===== config.mk =====
export PLATFORM = sky130hd
export DESIGN_NAME = serial_command_frame_receiver
export DESIGN_NICKNAME = d
export VERILOG_FILES = /design/src/hdl/scfr_pkg.sv /design/src/hdl/scfr_front.sv /design/src/hdl/scfr_queue.sv /design/src/hdl/scfr_back.sv /design/src/hdl/serial_command_frame_receiver.sv
export SDC_FILE = /design/constraint.sdc
export NUM_CORES = 1
export LEC_CHECK = 0
export BUFFER_PORTS_ARGS = -buffer_cell sky130_fd_sc_hd__buf_2
export CAP_MARGIN = 20
export CORE_UTILIZATION = 35
export DETAILED_ROUTE_END_ITERATION = 7
export HOLD_SLACK_MARGIN = 0.12
export PLACE_DENSITY_LB_ADDON = 0.25
export SYNTH_ARGS = -nofsm -noshare
export SYNTH_HDL_FRONTEND = slang
export SYNTH_SLANG_ARGS = --single-unit

===== constraint.sdc =====
create_clock -name clk -period 3.52 [get_ports clk]
set_input_delay 0 -clock clk [delete_from_list [all_inputs] [get_ports clk]]
set_output_delay 0 -clock clk [all_outputs]
set_load 0.02 [all_outputs]

===== src/hdl/scfr_pkg.sv =====
`default_nettype none
// ----------------------------------------------------------------------------
// scfr_pkg
// Types, constants and decode functions shared by the frame receiver modules.
// ----------------------------------------------------------------------------
package scfr_pkg;

	// widths fixed by the register map and item fields
	localparam int HEADER_W  = 32;
	localparam int CODES_W   = 48;
	localparam int TIMEOUT_W = 16;
	localparam int APB_DW    = 64;
	localparam int APB_AW    = 5;

	// defaults for top level parameters
	localparam int TICK_WIDTH_DEF  = 16;
	localparam int QUEUE_DEPTH_DEF = 4;

	localparam logic [TIMEOUT_W-1:0] TIMEOUT_RESET = 16'd1000;

	// register indexes (paddr[4:3])
	localparam logic [1:0] REG_HEADER  = 2'd0;
	localparam logic [1:0] REG_CODES   = 2'd1;
	localparam logic [1:0] REG_TIMEOUT = 2'd2;

	// command kinds
	localparam logic [2:0] CMD_ON     = 3'd0;
	localparam logic [2:0] CMD_OFF    = 3'd1;
	localparam logic [2:0] CMD_PAIR   = 3'd2;
	localparam logic [2:0] CMD_UNPAIR = 3'd3;
	localparam logic [2:0] CMD_COLOR  = 3'd4;
	localparam logic [2:0] CMD_BRIGHT = 3'd5;
	localparam int NUM_CMDS = 6;

	// colour choices
	localparam logic [2:0] COLOR_NONE  = 3'd0;
	localparam logic [2:0] COLOR_TEMP1 = 3'd1;
	localparam logic [2:0] COLOR_TEMP2 = 3'd2;
	localparam logic [2:0] COLOR_TEMP3 = 3'd3;
	localparam logic [2:0] COLOR_BLUE  = 3'd4;
	localparam logic [2:0] COLOR_CYAN  = 3'd5;
	localparam logic [2:0] COLOR_GREEN = 3'd6;

	// request item
	typedef struct packed {
		logic       action;
		logic [7:0] data_byte;
	} req_item_t;

	// result item
	typedef struct packed {
		logic       accepted;
		logic       rejected;
		logic       frame_done;
		logic       timed_out;
		logic [2:0] command_kind;
		logic [2:0] color_choice;
		logic [2:0] brightness_level;
	} rsp_item_t;

	// classified request as held in the queue
	typedef struct packed {
		logic       action;
		logic [7:0] data_byte;
		logic [3:0] hdr_hit;
		logic       cmd_hit;
		logic [2:0] cmd_kind;
		logic [2:0] level;
	} cls_item_t;

	// total frame length per command
	function automatic logic [3:0] length_of_kind(input logic [2:0] kind);
		logic [3:0] len;
		case (kind)
			CMD_ON:     len = 4'd9;
			CMD_OFF:    len = 4'd8;
			CMD_PAIR:   len = 4'd9;
			CMD_UNPAIR: len = 4'd9;
			CMD_COLOR:  len = 4'd11;
			CMD_BRIGHT: len = 4'd10;
			default:    len = 4'd0;
		endcase
		return len;
	endfunction

	// brightness level from frame byte 7
	function automatic logic [2:0] decode_level(input logic [7:0] v);
		logic [2:0] lvl;
		case (v)
			8'h05:   lvl = 3'd1;
			8'h0A:   lvl = 3'd2;
			8'h19:   lvl = 3'd3;
			8'h32:   lvl = 3'd4;
			8'h4B:   lvl = 3'd5;
			8'h64:   lvl = 3'd6;
			default: lvl = 3'd0;
		endcase
		return lvl;
	endfunction

	// colour choice from frame bytes 8 and 9
	function automatic logic [2:0] decode_color(input logic [7:0] a, input logic [7:0] b);
		logic [2:0] c;
		if (a == 8'hD3 && b == 8'h42)      c = COLOR_TEMP1;
		else if (a == 8'h72 && b == 8'hA5) c = COLOR_TEMP2;
		else if (a == 8'h3F && b == 8'hD1) c = COLOR_TEMP3;
		else if (a == 8'h00 && b == 8'hFF) c = COLOR_BLUE;
		else if (a == 8'h3F && b == 8'hA5) c = COLOR_CYAN;
		else if (a == 8'hFF && b == 8'h00) c = COLOR_GREEN;
		else                               c = COLOR_NONE;
		return c;
	endfunction

endpackage
`default_nettype wire


===== src/hdl/scfr_front.sv =====
`default_nettype none
// ----------------------------------------------------------------------------
// scfr_front
// Accepts requests and classifies each byte against the configured header
// bytes, command codes and brightness table before it enters the queue.
// ----------------------------------------------------------------------------
module scfr_front (
	input  wire                               req_valid,
	output logic                              req_ready,
	input  scfr_pkg::req_item_t               req_data,
	input  wire  [scfr_pkg::HEADER_W-1:0]     header_bytes,
	input  wire  [scfr_pkg::CODES_W-1:0]      command_codes,
	input  wire                               queue_full,
	output logic                              push,
	output scfr_pkg::cls_item_t               push_item
);
	import scfr_pkg::*;

	// handshake into the queue
	assign req_ready = !queue_full;
	assign push      = req_valid && !queue_full;

	// per-position header compare, first command match, level decode
	always_comb begin
		push_item           = '0;
		push_item.action    = req_data.action;
		push_item.data_byte = req_data.data_byte;
		for (int i = 0; i < 4; i++) begin
			push_item.hdr_hit[i] = (req_data.data_byte == header_bytes[HEADER_W-1-8*i -: 8]);
		end
		for (int k = NUM_CMDS - 1; k >= 0; k--) begin
			if (command_codes[8*k +: 8] == req_data.data_byte) begin
				push_item.cmd_hit  = 1'b1;
				push_item.cmd_kind = 3'(k);
			end
		end
		push_item.level = decode_level(req_data.data_byte);
	end

endmodule
`default_nettype wire


===== src/hdl/scfr_queue.sv =====
`default_nettype none
// ----------------------------------------------------------------------------
// scfr_queue
// Short queue of classified requests between the front and the back.
// ----------------------------------------------------------------------------
module scfr_queue #(
	parameter int DEPTH = scfr_pkg::QUEUE_DEPTH_DEF
) (
	input  wire                  clk,
	input  wire                  arst_n,
	input  wire                  push,
	input  scfr_pkg::cls_item_t  push_item,
	output logic                 full,
	input  wire                  pop,
	output logic                 head_valid,
	output scfr_pkg::cls_item_t  head_item
);
	import scfr_pkg::*;

	localparam int PW = $clog2(DEPTH);
	localparam int CW = $clog2(DEPTH + 1);

	cls_item_t         entries_q [DEPTH];
	logic [PW-1:0]     wr_ptr_q;
	logic [PW-1:0]     rd_ptr_q;
	logic [CW-1:0]     count_q;

	assign full       = (count_q == CW'(DEPTH));
	assign head_valid = (count_q != '0);
	assign head_item  = entries_q[rd_ptr_q];

	// storage
	always_ff @(posedge clk) begin
		if (push) begin
			entries_q[wr_ptr_q] <= push_item;
		end
	end

	// pointers and fill count
	always_ff @(posedge clk or negedge arst_n) begin
		if (!arst_n) begin
			wr_ptr_q <= '0;
			rd_ptr_q <= '0;
			count_q  <= '0;
		end else begin
			if (push) begin
				wr_ptr_q <= (wr_ptr_q == PW'(DEPTH - 1)) ? '0 : PW'(wr_ptr_q + PW'(1));
			end
			if (pop) begin
				rd_ptr_q <= (rd_ptr_q == PW'(DEPTH - 1)) ? '0 : PW'(rd_ptr_q + PW'(1));
			end
			if (push && !pop) begin
				count_q <= CW'(count_q + CW'(1));
			end else if (pop && !push) begin
				count_q <= CW'(count_q - CW'(1));
			end
		end
	end

endmodule
`default_nettype wire


===== src/hdl/scfr_back.sv =====
`default_nettype none
// ----------------------------------------------------------------------------
// scfr_back
// Frame state machine: tracks header, command and data bytes, the running
// checksum and the tick timeout, and registers one result per request.
// ----------------------------------------------------------------------------
module scfr_back #(
	parameter int TICK_WIDTH = scfr_pkg::TICK_WIDTH_DEF
) (
	input  wire                               clk,
	input  wire                               arst_n,
	input  wire                               head_valid,
	input  scfr_pkg::cls_item_t               head_item,
	output logic                              pop,
	input  wire  [scfr_pkg::TIMEOUT_W-1:0]    timeout_ticks,
	output logic                              rsp_valid,
	input  wire                               rsp_ready,
	output scfr_pkg::rsp_item_t               rsp_data
);
	import scfr_pkg::*;

	localparam int CMP_W = (TICK_WIDTH > TIMEOUT_W) ? TICK_WIDTH : TIMEOUT_W;

	typedef enum logic [5:0] {
		PH_HDR0 = 6'b000001,
		PH_HDR1 = 6'b000010,
		PH_HDR2 = 6'b000100,
		PH_HDR3 = 6'b001000,
		PH_CMD  = 6'b010000,
		PH_DATA = 6'b100000
	} phase_t;

	phase_t                phase_q, phase_d;
	logic [3:0]            cnt_q, cnt_d;
	logic [3:0]            len_q, len_d;
	logic [7:0]            xor_q, xor_d;
	logic [2:0]            kind_q, kind_d;
	logic [TICK_WIDTH-1:0] tick_q, tick_d;
	logic                  armed_q, armed_d;
	logic [2:0]            lvl7_q;
	logic [7:0]            byte8_q;
	logic [7:0]            byte9_q;
	logic                  out_valid_q;
	rsp_item_t             rsp_q, rsp_d;

	logic                  ok;
	logic                  finished;
	logic                  clear;
	logic [3:0]            cnt_inc;
	logic [TICK_WIDTH-1:0] tick_inc;

	// take the next request whenever the result register can be refilled
	assign pop       = head_valid && (!out_valid_q || rsp_ready);
	assign rsp_valid = out_valid_q;
	assign rsp_data  = rsp_q;

	assign cnt_inc  = 4'(cnt_q + 4'd1);
	assign tick_inc = (tick_q != {TICK_WIDTH{1'b1}}) ? TICK_WIDTH'(tick_q + TICK_WIDTH'(1)) : tick_q;

	// next state and result for the request at the head of the queue
	always_comb begin
		phase_d  = phase_q;
		cnt_d    = cnt_q;
		len_d    = len_q;
		xor_d    = xor_q;
		kind_d   = kind_q;
		tick_d   = tick_q;
		armed_d  = armed_q;
		rsp_d    = '0;
		ok       = 1'b0;
		finished = 1'b0;
		clear    = 1'b0;
		if (head_item.action) begin
			// timer tick
			if (armed_q) begin
				tick_d = tick_inc;
				if (CMP_W'(tick_inc) >= CMP_W'(timeout_ticks)) begin
					clear           = 1'b1;
					rsp_d.timed_out = 1'b1;
				end
			end
		end else begin
			case (phase_q)
				PH_HDR0: begin
					ok      = head_item.hdr_hit[0];
					phase_d = PH_HDR1;
					cnt_d   = cnt_inc;
				end
				PH_HDR1: begin
					ok      = head_item.hdr_hit[1];
					phase_d = PH_HDR2;
					cnt_d   = cnt_inc;
				end
				PH_HDR2: begin
					ok      = head_item.hdr_hit[2];
					phase_d = PH_HDR3;
					cnt_d   = cnt_inc;
				end
				PH_HDR3: begin
					ok      = head_item.hdr_hit[3];
					phase_d = PH_CMD;
					cnt_d   = cnt_inc;
				end
				PH_CMD: begin
					ok      = head_item.cmd_hit;
					kind_d  = head_item.cmd_kind;
					len_d   = length_of_kind(head_item.cmd_kind);
					phase_d = PH_DATA;
					cnt_d   = cnt_inc;
				end
				PH_DATA: begin
					cnt_d = cnt_inc;
					if (cnt_inc >= len_q) begin
						ok       = (xor_q == head_item.data_byte);
						finished = ok;
					end else begin
						ok = 1'b1;
					end
				end
				default: begin
					ok = 1'b0;
				end
			endcase
			if (ok) begin
				rsp_d.accepted = 1'b1;
				xor_d          = xor_q ^ head_item.data_byte;
				if (finished) begin
					rsp_d.frame_done   = 1'b1;
					rsp_d.command_kind = kind_q;
					if (kind_q == CMD_COLOR) begin
						rsp_d.color_choice = decode_color(byte8_q, byte9_q);
					end else if (kind_q == CMD_BRIGHT) begin
						rsp_d.brightness_level = lvl7_q;
					end
					clear = 1'b1;
				end else begin
					armed_d = 1'b1;
					tick_d  = '0;
				end
			end else begin
				rsp_d.rejected = 1'b1;
				clear          = 1'b1;
			end
		end
		if (clear) begin
			phase_d = PH_HDR0;
			cnt_d   = '0;
			len_d   = '0;
			xor_d   = '0;
			kind_d  = '0;
			tick_d  = '0;
			armed_d = 1'b0;
		end
	end

	// frame state
	always_ff @(posedge clk or negedge arst_n) begin
		if (!arst_n) begin
			phase_q     <= PH_HDR0;
			cnt_q       <= '0;
			len_q       <= '0;
			xor_q       <= '0;
			kind_q      <= '0;
			tick_q      <= '0;
			armed_q     <= 1'b0;
			out_valid_q <= 1'b0;
		end else begin
			if (pop) begin
				phase_q     <= phase_d;
				cnt_q       <= cnt_d;
				len_q       <= len_d;
				xor_q       <= xor_d;
				kind_q      <= kind_d;
				tick_q      <= tick_d;
				armed_q     <= armed_d;
				out_valid_q <= 1'b1;
			end else if (rsp_ready) begin
				out_valid_q <= 1'b0;
			end
		end
	end

	// payload bytes and result register
	always_ff @(posedge clk) begin
		if (pop) begin
			rsp_q <= rsp_d;
			if (!head_item.action && ok) begin
				if (cnt_q == 4'd7) lvl7_q  <= head_item.level;
				if (cnt_q == 4'd8) byte8_q <= head_item.data_byte;
				if (cnt_q == 4'd9) byte9_q <= head_item.data_byte;
			end
		end
	end

endmodule
`default_nettype wire


===== src/hdl/serial_command_frame_receiver.sv =====
`default_nettype none
// path: an accepted request is queued, and its result is registered when popped
// throughput: one request per cycle, sustained while results are taken; the back end retires one
//   queued request per cycle whenever its result register is free
// reset: arst_n clears frame state, queue pointers and the result valid;
//   registers return to header 0, codes 0, timeout 1000; no clearing pass
// ----------------------------------------------------------------------------
// serial_command_frame_receiver
// Frame receiver top level: register port, request classifier, queue and
// frame state machine.
// ----------------------------------------------------------------------------
module serial_command_frame_receiver #(
	parameter int TICK_WIDTH  = scfr_pkg::TICK_WIDTH_DEF,
	parameter int QUEUE_DEPTH = scfr_pkg::QUEUE_DEPTH_DEF
) (
	input  wire                             clk,
	input  wire                             arst_n,
	input  wire                             req_valid,
	output logic                            req_ready,
	input  scfr_pkg::req_item_t             req_data,
	output logic                            rsp_valid,
	input  wire                             rsp_ready,
	output scfr_pkg::rsp_item_t             rsp_data,
	input  wire                             psel,
	input  wire                             penable,
	input  wire                             pwrite,
	input  wire  [scfr_pkg::APB_AW-1:0]     paddr,
	input  wire  [scfr_pkg::APB_DW-1:0]     pwdata,
	output logic [scfr_pkg::APB_DW-1:0]     prdata,
	output logic                            pready
);
	import scfr_pkg::*;

	logic [HEADER_W-1:0]  header_q;
	logic [CODES_W-1:0]   codes_q;
	logic [TIMEOUT_W-1:0] timeout_q;
	logic [1:0]           reg_idx;
	logic                 wr_en;

	logic                 queue_full;
	logic                 push;
	cls_item_t            push_item;
	logic                 pop;
	logic                 head_valid;
	cls_item_t            head_item;

	// register port
	assign pready  = 1'b1;
	assign reg_idx = paddr[4:3];
	assign wr_en   = psel && penable && pwrite;

	always_ff @(posedge clk or negedge arst_n) begin
		if (!arst_n) begin
			header_q  <= '0;
			codes_q   <= '0;
			timeout_q <= TIMEOUT_RESET;
		end else if (wr_en) begin
			case (reg_idx)
				REG_HEADER:  header_q  <= pwdata[HEADER_W-1:0];
				REG_CODES:   codes_q   <= pwdata[CODES_W-1:0];
				REG_TIMEOUT: timeout_q <= pwdata[TIMEOUT_W-1:0];
				default:     ;
			endcase
		end
	end

	// read back
	always_comb begin
		case (reg_idx)
			REG_HEADER:  prdata = APB_DW'(header_q);
			REG_CODES:   prdata = APB_DW'(codes_q);
			REG_TIMEOUT: prdata = APB_DW'(timeout_q);
			default:     prdata = '0;
		endcase
	end

	// request classifier
	scfr_front u_front (
		.req_valid     (req_valid),
		.req_ready     (req_ready),
		.req_data      (req_data),
		.header_bytes  (header_q),
		.command_codes (codes_q),
		.queue_full    (queue_full),
		.push          (push),
		.push_item     (push_item)
	);

	// queue between classifier and frame machine
	scfr_queue #(
		.DEPTH (QUEUE_DEPTH)
	) u_queue (
		.clk        (clk),
		.arst_n     (arst_n),
		.push       (push),
		.push_item  (push_item),
		.full       (queue_full),
		.pop        (pop),
		.head_valid (head_valid),
		.head_item  (head_item)
	);

	// frame machine and result register
	scfr_back #(
		.TICK_WIDTH (TICK_WIDTH)
	) u_back (
		.clk           (clk),
		.arst_n        (arst_n),
		.head_valid    (head_valid),
		.head_item     (head_item),
		.pop           (pop),
		.timeout_ticks (timeout_q),
		.rsp_valid     (rsp_valid),
		.rsp_ready     (rsp_ready),
		.rsp_data      (rsp_data)
	);

endmodule
`default_nettype wire


**Yosys cells after proc, flatten, opt, wreduce, memory -nomap -nowiden**

Memories as Yosys holds them, arrays and structs flattened.
Index checks and enable logic that the tools add are counted.

- Equal/unequal tests: 51
- Muxes and demuxes: 62
- Order comparisons: 2
- Bitwise logic cells: 5
- Reduce and logical (&&, ||, !) cells: 51
- Add/sub/neg operators: 6

Operators with widths:

| kind | number |
|---|---|
| $pmux 48 s3 | 1 |
| $mux 16 | 6 |
| $eq 8x8->1 | 11 |
| $mux 4 | 12 |
| $eq 8x8->1 const B | 5 |
| $eq 8x7->1 const B | 4 |
| $pmux 6 s5 | 1 |
| $mux 3 | 8 |
| $mux 8 | 3 |
| $mux 1 | 22 |
| $reduce_and 3->1 | 7 |
| $pmux 3 s6 | 1 |
| $add 16x1->16 const B | 1 |
| $eq 8x6->1 const B | 2 |
| $ge 16x16->1 | 1 |
| $logic_not 8->1 | 2 |
| $ne 16x16->1 const B | 1 |
| $pmux 4 s4 | 1 |
| $eq 3x3->1 const B | 5 |
| $logic_and 1x1->1 | 13 |
| $mux 6 | 2 |
| $reduce_bool 2->1 | 5 |
| $reduce_or 5->1 | 2 |
| $eq 4x4->1 const B | 2 |
| 40 further kinds | 59 |

- Memories kept: 1
- Register bits after elaboration: 178
- Memory bits (writable): 80
- Output and inout bits: 80
- Logic and storage cells: 204
- Input port bits: 85

Memory list:

| name | depth | bits a word | rd ports | clocked after Yosys merged registers in | write ports | RTL line | source |
|---|---|---|---|---|---|---|---|
| u_queue.entries_q | 4 | 20 | 1 | 0 | 1 | scfr_queue.sv:23 | `cls_item_t entries_q [DEPTH];` |

**Longest topological paths before layout**

- Depth in word-level cells: 10
- Mapped depth: 16
- Gate-level depth less buffers: 14

**Modules after synthesis**

From an unflattened synthesis, not the netlist that was laid out.

- Cell total of the unflattened synthesis: 1069
- Area, all modules: 13470.4 µm²

By module, submodules not included:

| module | times used | seq. area each (µm²) | area each (µm²) | cells each |
|---|---|---|---|---|
| serial_command_frame_receiver | 1 | 2409.8 | 4450.5 | 334 |
| scfr_back | 1 | 2013.2 | 4406.7 | 426 |
| scfr_queue | 1 | 2577.5 | 3305.7 | 141 |
| scfr_front | 1 | 0.0 | 1307.5 | 168 |

**Worst setup path after synthesis**

OpenSTA, ideal clock, no wires.

- Path kind: register to register
- Start: register u_back.tick_q[6]
- End: register u_back.tick_q[8]
- Path buffers: 2
- Clock period less this slack: 3763 ps
- Setup slack: -243 ps
- Cell stages (with the launch flop): 17
- Data arrival time: 3681 ps
- Data required time: 3438 ps
- Setup time: 82 ps
- Path through: dfrtp_1 clkbuf_1 and4_1 nand4_1 nor3_1 nor2_1 and2_1 xor2_1 ha_1 and3_1 a221oi_1 nand2_1 a41o_1 a211oi_2 buf_2 o21ai_0 a31oi_1

- Word-level cells in the longest chain between the ends: 8
- Elaborated cells on any way between the ends: 14
- Those cells by class: add/sub: 1; order compare: 1; eq/ne: 3; mux: 7; reduce/logical: 2

Ends and longest elaborated chain:

| element | RTL line | source |
|---|---|---|
| start, declared | scfr_back.sv:38 | `logic [TICK_WIDTH-1:0] tick_q, tick_d;` |
| start signal, assigned | scfr_back.sv:174 | `tick_q <= tick_d;` |
| $add 16x1->16 or $ne 16x16->1 (tied branches) | scfr_back.sv:58 | `assign tick_inc = (tick_q != {TICK_WIDTH{1'b1}}) ? TICK_WIDTH'(tick_q + TICK_WIDTH'(1)) : tick_q;` |
| $mux 16 * | scfr_back.sv:58 |  |
| $ge 16x16->1 | scfr_back.sv:77 | `if (CMP_W'(tick_inc) >= CMP_W'(timeout_ticks)) begin` |
| $mux 1 | scfr_back.sv:77 |  |
| $mux 1 | scfr_back.sv:75 | `if (armed_q) begin` |
| $mux 1 | scfr_back.sv:73 | `if (head_item.action) begin` |
| $ne 3x3->1 (no line) (tied with other cells) | -- |  |
| $reduce_and 4->1 (no line) | -- |  |

Mark *: on every way between the ends. The rest lies on a longest branch, timed or not. The select of a mux whose other input is x is not followed.
A chain may end at the register's enable or synchronous reset.

**Worst setup path in the final report**

- Start: register u_back.tick_q[9]
- End: register u_back.phase_q[0]

- Word-level cells in the longest chain between the ends: 8
- Elaborated cells on any way between the ends: 11
- Those cells by class: add/sub: 1; order compare: 1; eq/ne: 2; mux: 5; reduce/logical: 2

Ends and longest elaborated chain:

| element | RTL line | source |
|---|---|---|
| $add 16x1->16 or $ne 16x16->1 (tied branches) | scfr_back.sv:58 |  |
| $mux 16 * | scfr_back.sv:58 |  |
| $ge 16x16->1 * | scfr_back.sv:77 |  |
| $mux 1 * | scfr_back.sv:77 |  |
| $mux 1 * | scfr_back.sv:75 |  |
| $mux 1 * | scfr_back.sv:73 |  |
| $reduce_bool 6->1 (no line) or $ne 2x2->1 (tied branches) | -- |  |
| $reduce_and 3->1 (no line) | -- |  |
| end signal, assigned | scfr_back.sv:169 | `phase_q <= phase_d;` |
| end, declared | scfr_back.sv:33 | `phase_t phase_q, phase_d;` |

Mark *: on every way between the ends. The rest lies on a longest branch, timed or not.

==> flow_summary.json <==
{
  "dp_cells": 1644,
  "outcome": "completed",
  "yosysTopAreaCell": "dfrtp_1",
  "numPortBuffers": 128,
  "grt_max_degree": 76,
  "fin_cells": 1778,
  "antenna_found_initial": 0,
  "drive_gt1_share_pct": 27.7,
  "p_sw_mw": 3.41,
  "leakage_nw": 6.83,
  "synth.distinct_cells": 68,
  "clk_pin_slew_ns": 0.06,
  "r2r_start": "u_back.tick_q[9]$_DFFE_PN0P_",
  "finalPower_mw": 10.5,
  "num-nets-final": 1401,
  "whs_ns": 0.153,
  "clockBufferDepth": 3,
  "wl_um": 32800,
  "place_area_sq_um": 14300,
  "vias_per_cell": 5.05,
  "drtPass1Iterations": 4,
  "die_area_sq_um": 37700,
  "start_util_pct": 35.5,
  "startpoint_type": "register",
  "final_max_slew_viol_count": 0,
  "ant_nets": 0,
  "clock-root-buffer": "clkbuf_16",
  "hp-class": "primary input to register",
  "critPathKind": "register to register",
  "synthArstFlopShare_pct": 56.4,
  "hold_viol": 0,
  "tightest_slew_ns": 0.962,
  "cts_tree": "built",
  "cts_made_buffers": 30,
  "avgSynthCellArea_sq_um": 12.3,
  "power_frac_seq_pct": 40.1,
  "synthMuxAreaShare_pct": 13.5,
  "setup_viol": 0,
  "ir_drop_uv": 350,
  "syn_to_final_growth_pct": 25.3,
  "p_clk_share_pct": 29.8,
  "synth_fa_ha_area_share_pct": 2.96,
  "dp_slack_ns": 0.0263,
  "io_pins": 165,
  "grt_pass1_wl_um": 52200,
  "postLayoutCellArea_sq_um": 16200,
  "place_congestion": 0.789,
  "netlist.area_leader.share_pct": 26.7,
  "drc_errors": 0,
  "power.internal_mw": 7.13,
  "die_w_um": 194,
  "cp-end-kind": "register",
  "grt-ovfl-total": 0,
  "fmax_ghz": 0.288,
  "worstPathArrival_ns": 3.96,
  "synth-simple-area-share_pct": 11.6,
  "power_density_nw_per_um2": 651,
  "ys_ff_latch": 257,
  "fp-row-count": 70,
  "cap_violations": 0,
  "netlist_area_sq_um": 12900,
  "synthCells": 1047,
  "yosysWarnings": 0,
  "wl_per_cell_um": 18.5,
  "combPwrFrac_pct": 30.1,
  "setup-tns-final_ns": 0,
  "final_common_cell": "dfrtp_1",
  "grt_pass1_vias": 9167,
  "worstSetupStartpoint": "u_back.tick_q[9]$_DFFE_PN0P_",
  "cts_num_sinks": 257,
  "dp_hpwl_um": 21900,
  "mostFrequentLayoutCells": "dfrtp_1, buf_2, edfxtp_1",
  "setup_ws_ns": 0.0429,
  "ys.flop_type": "dfrtp_1",
  "period_share_pct": 98.8,
  "antenna_cells": 0,
  "period_minus_slack_ns": 3.48,
  "drt-initial-drc-count": 444,
  "synth_top_family_by_area": "multiplexers",
  "finClkSkew_ns": 0.00703,
  "synth-compound-area-share_pct": 7.15,
  "required_ns": 4.01,
  "grt_usage_pct": 17.5,
  "utilization_pct": 44.4,
  "hold_start": "paddr[4]",
  "synth_edf_count": 112,
  "relSlewSlack_pct": 35.4,
  "yosys-top-cells-area": "dfrtp_1, edfxtp_1, mux2_2, xnor2_1, ha_1",
  "synthXorXnorAreaFrac_pct": 6.91,
  "switching_share_pct": 32.4,
  "fp.dieH_um": 194,
  "crit_fanout": 5,
  "yosysSeqAreaShare_pct": 54.2,
  "clock_latency_ns": 0.55,
  "fp.coreArea_sq_um": 36400,
  "num_vias": 8971,
  "htreeDepth": 1
}
timing repair:
action | CTS | global route
gates cloned | 0 | 1
hold endpoints to repair | 275 | 0
gates resized for setup | 1 | 17
hold buffers | 73 | 0
buffers inserted | 0 | 4
pin swaps | 1 | 6
endpoints found under the setup margin | 1 | 43
path summary, 6_finish.rpt:
path | slack (ns) | cells past startpoint | to
worst max-delay path | 0.04 | 16 | u_back.phase_q[0]$_DFFE_PN1P_
worst min-delay path | 0.15 | 3 | timeout_q[1]$_DFFE_PN0P_
worst max register to register | 0.04 | 16 | u_back.phase_q[0]$_DFFE_PN1P_
worst min register to register | 0.49 | 2 | u_back.rsp_valid$_DFFE_PN0P_
max in group asynchronous | 2.45 | 4 | timeout_q[8]$_DFFE_PN1P_
min in group asynchronous | 0.58 | 3 | timeout_q[6]$_DFFE_PN1P_
area by class of cell:
type / instances / area (sq um)
multi-input cells: 705 / 5610
fillers: 3401 / 20200
well taps: 468 / 586
flip-flops and latches: 257 / 7000
repair buffers: 257 / 1840
inverters: 35 / 131
clock inverters: 13 / 123
clock buffers: 43 / 892
per-layer routing:
metal | global-route usage [%] | vias to the layer above | share of wire [%]
met5 | 0 | - | 0
met2 | 29.5 | 206 | 48
li1 | - | 4261 | -
met4 | 3.79 | 0 | 1.4
met3 | 2.42 | 42 | 4.1
met1 | 24.1 | 4462 | 46
power by group through the flow:
stage          Clock (mW)  Sequential, mW  Combinational (mW)
3_5_place_dp            0            4.28                3.09
4_1_cts              3.22            4.22                3.18
2_1_floorplan           0            4.23                2.03
5_1_grt              3.36            4.30                3.48
6_report             3.14            4.22                3.17
3_3_place_gp            0            4.26                3.05
worst max-delay path, stage by stage, from the launching register on:
cell and delay (ns):
dfrtp_1 0.38, and4_4 0.21, nand4_1 0.07, buf_4 0.16
buf_4 0.12, nor2_1 0.04, nor2_1 0.17, nand2_1 0.12
xnor2_1 0.22, ha_1 0.29, a21o_1 0.16, a21oi_1 0.21
nand2_1 0.10, a41o_4 0.28, a221o_1 0.40, and2_4 0.20
o221a_2 0.26
cells in the mapped netlist (6+ instances only):
library cell	n
ha_1	29
buf_4	17
a31oi_1	18
nor3b_1	11
dfstp_2	7
xor2_1	33
mux4_1	10
mux2i_1	33
nor2_1	52
a22o_1	12
edfxtp_1	112
nor4_1	10
clkbuf_1	30
nand4_1	23
nand3_1	15
and3_1	13
a21o_1	14
nand2b_1	13
mux4_2	10
o211ai_1	8
a21oi_1	23
nand2_1	75
nor2b_1	6
o21ai_0	43
dfrtp_1	138
mux2_2	82
inv_1	35
and2_1	24
xnor2_1	69
nor3_1	10
buf_1	11
cells by family (layout without fill, tap and decap cells):
kind of cell / Yosys count / after routing
AOI/OAI and AO/OA: 140 / 140
xor gates and xnor gates: 102 / 102
adders and majority gates: 30 / 30
buffers and inverters: 101 / 348
DFF: 257 / 257
muxes: 135 / 135
other: 2 / 17
and+or+nand+nor: 280 / 281
state kept, by name, summed over array words and instances, names as in the netlist, 2 cells and up:
name	count
u_back.rsp_data	13
u_queue.count_q	3
u_back.kind_q	3
u_back.byte8_q	8
u_queue.wr_ptr_q	2
u_queue.entries_q	80
u_back.xor_q	8
u_back.len_q	3
u_back.cnt_q	4
u_queue.rd_ptr_q	2
u_back.tick_q	16
u_back.phase_q	6
timeout_q	16
header_q	32
u_back.byte9_q	8
codes_q	48
u_back.lvl7_q	3
Note: power is estimated with default switching activity, not from simulation.
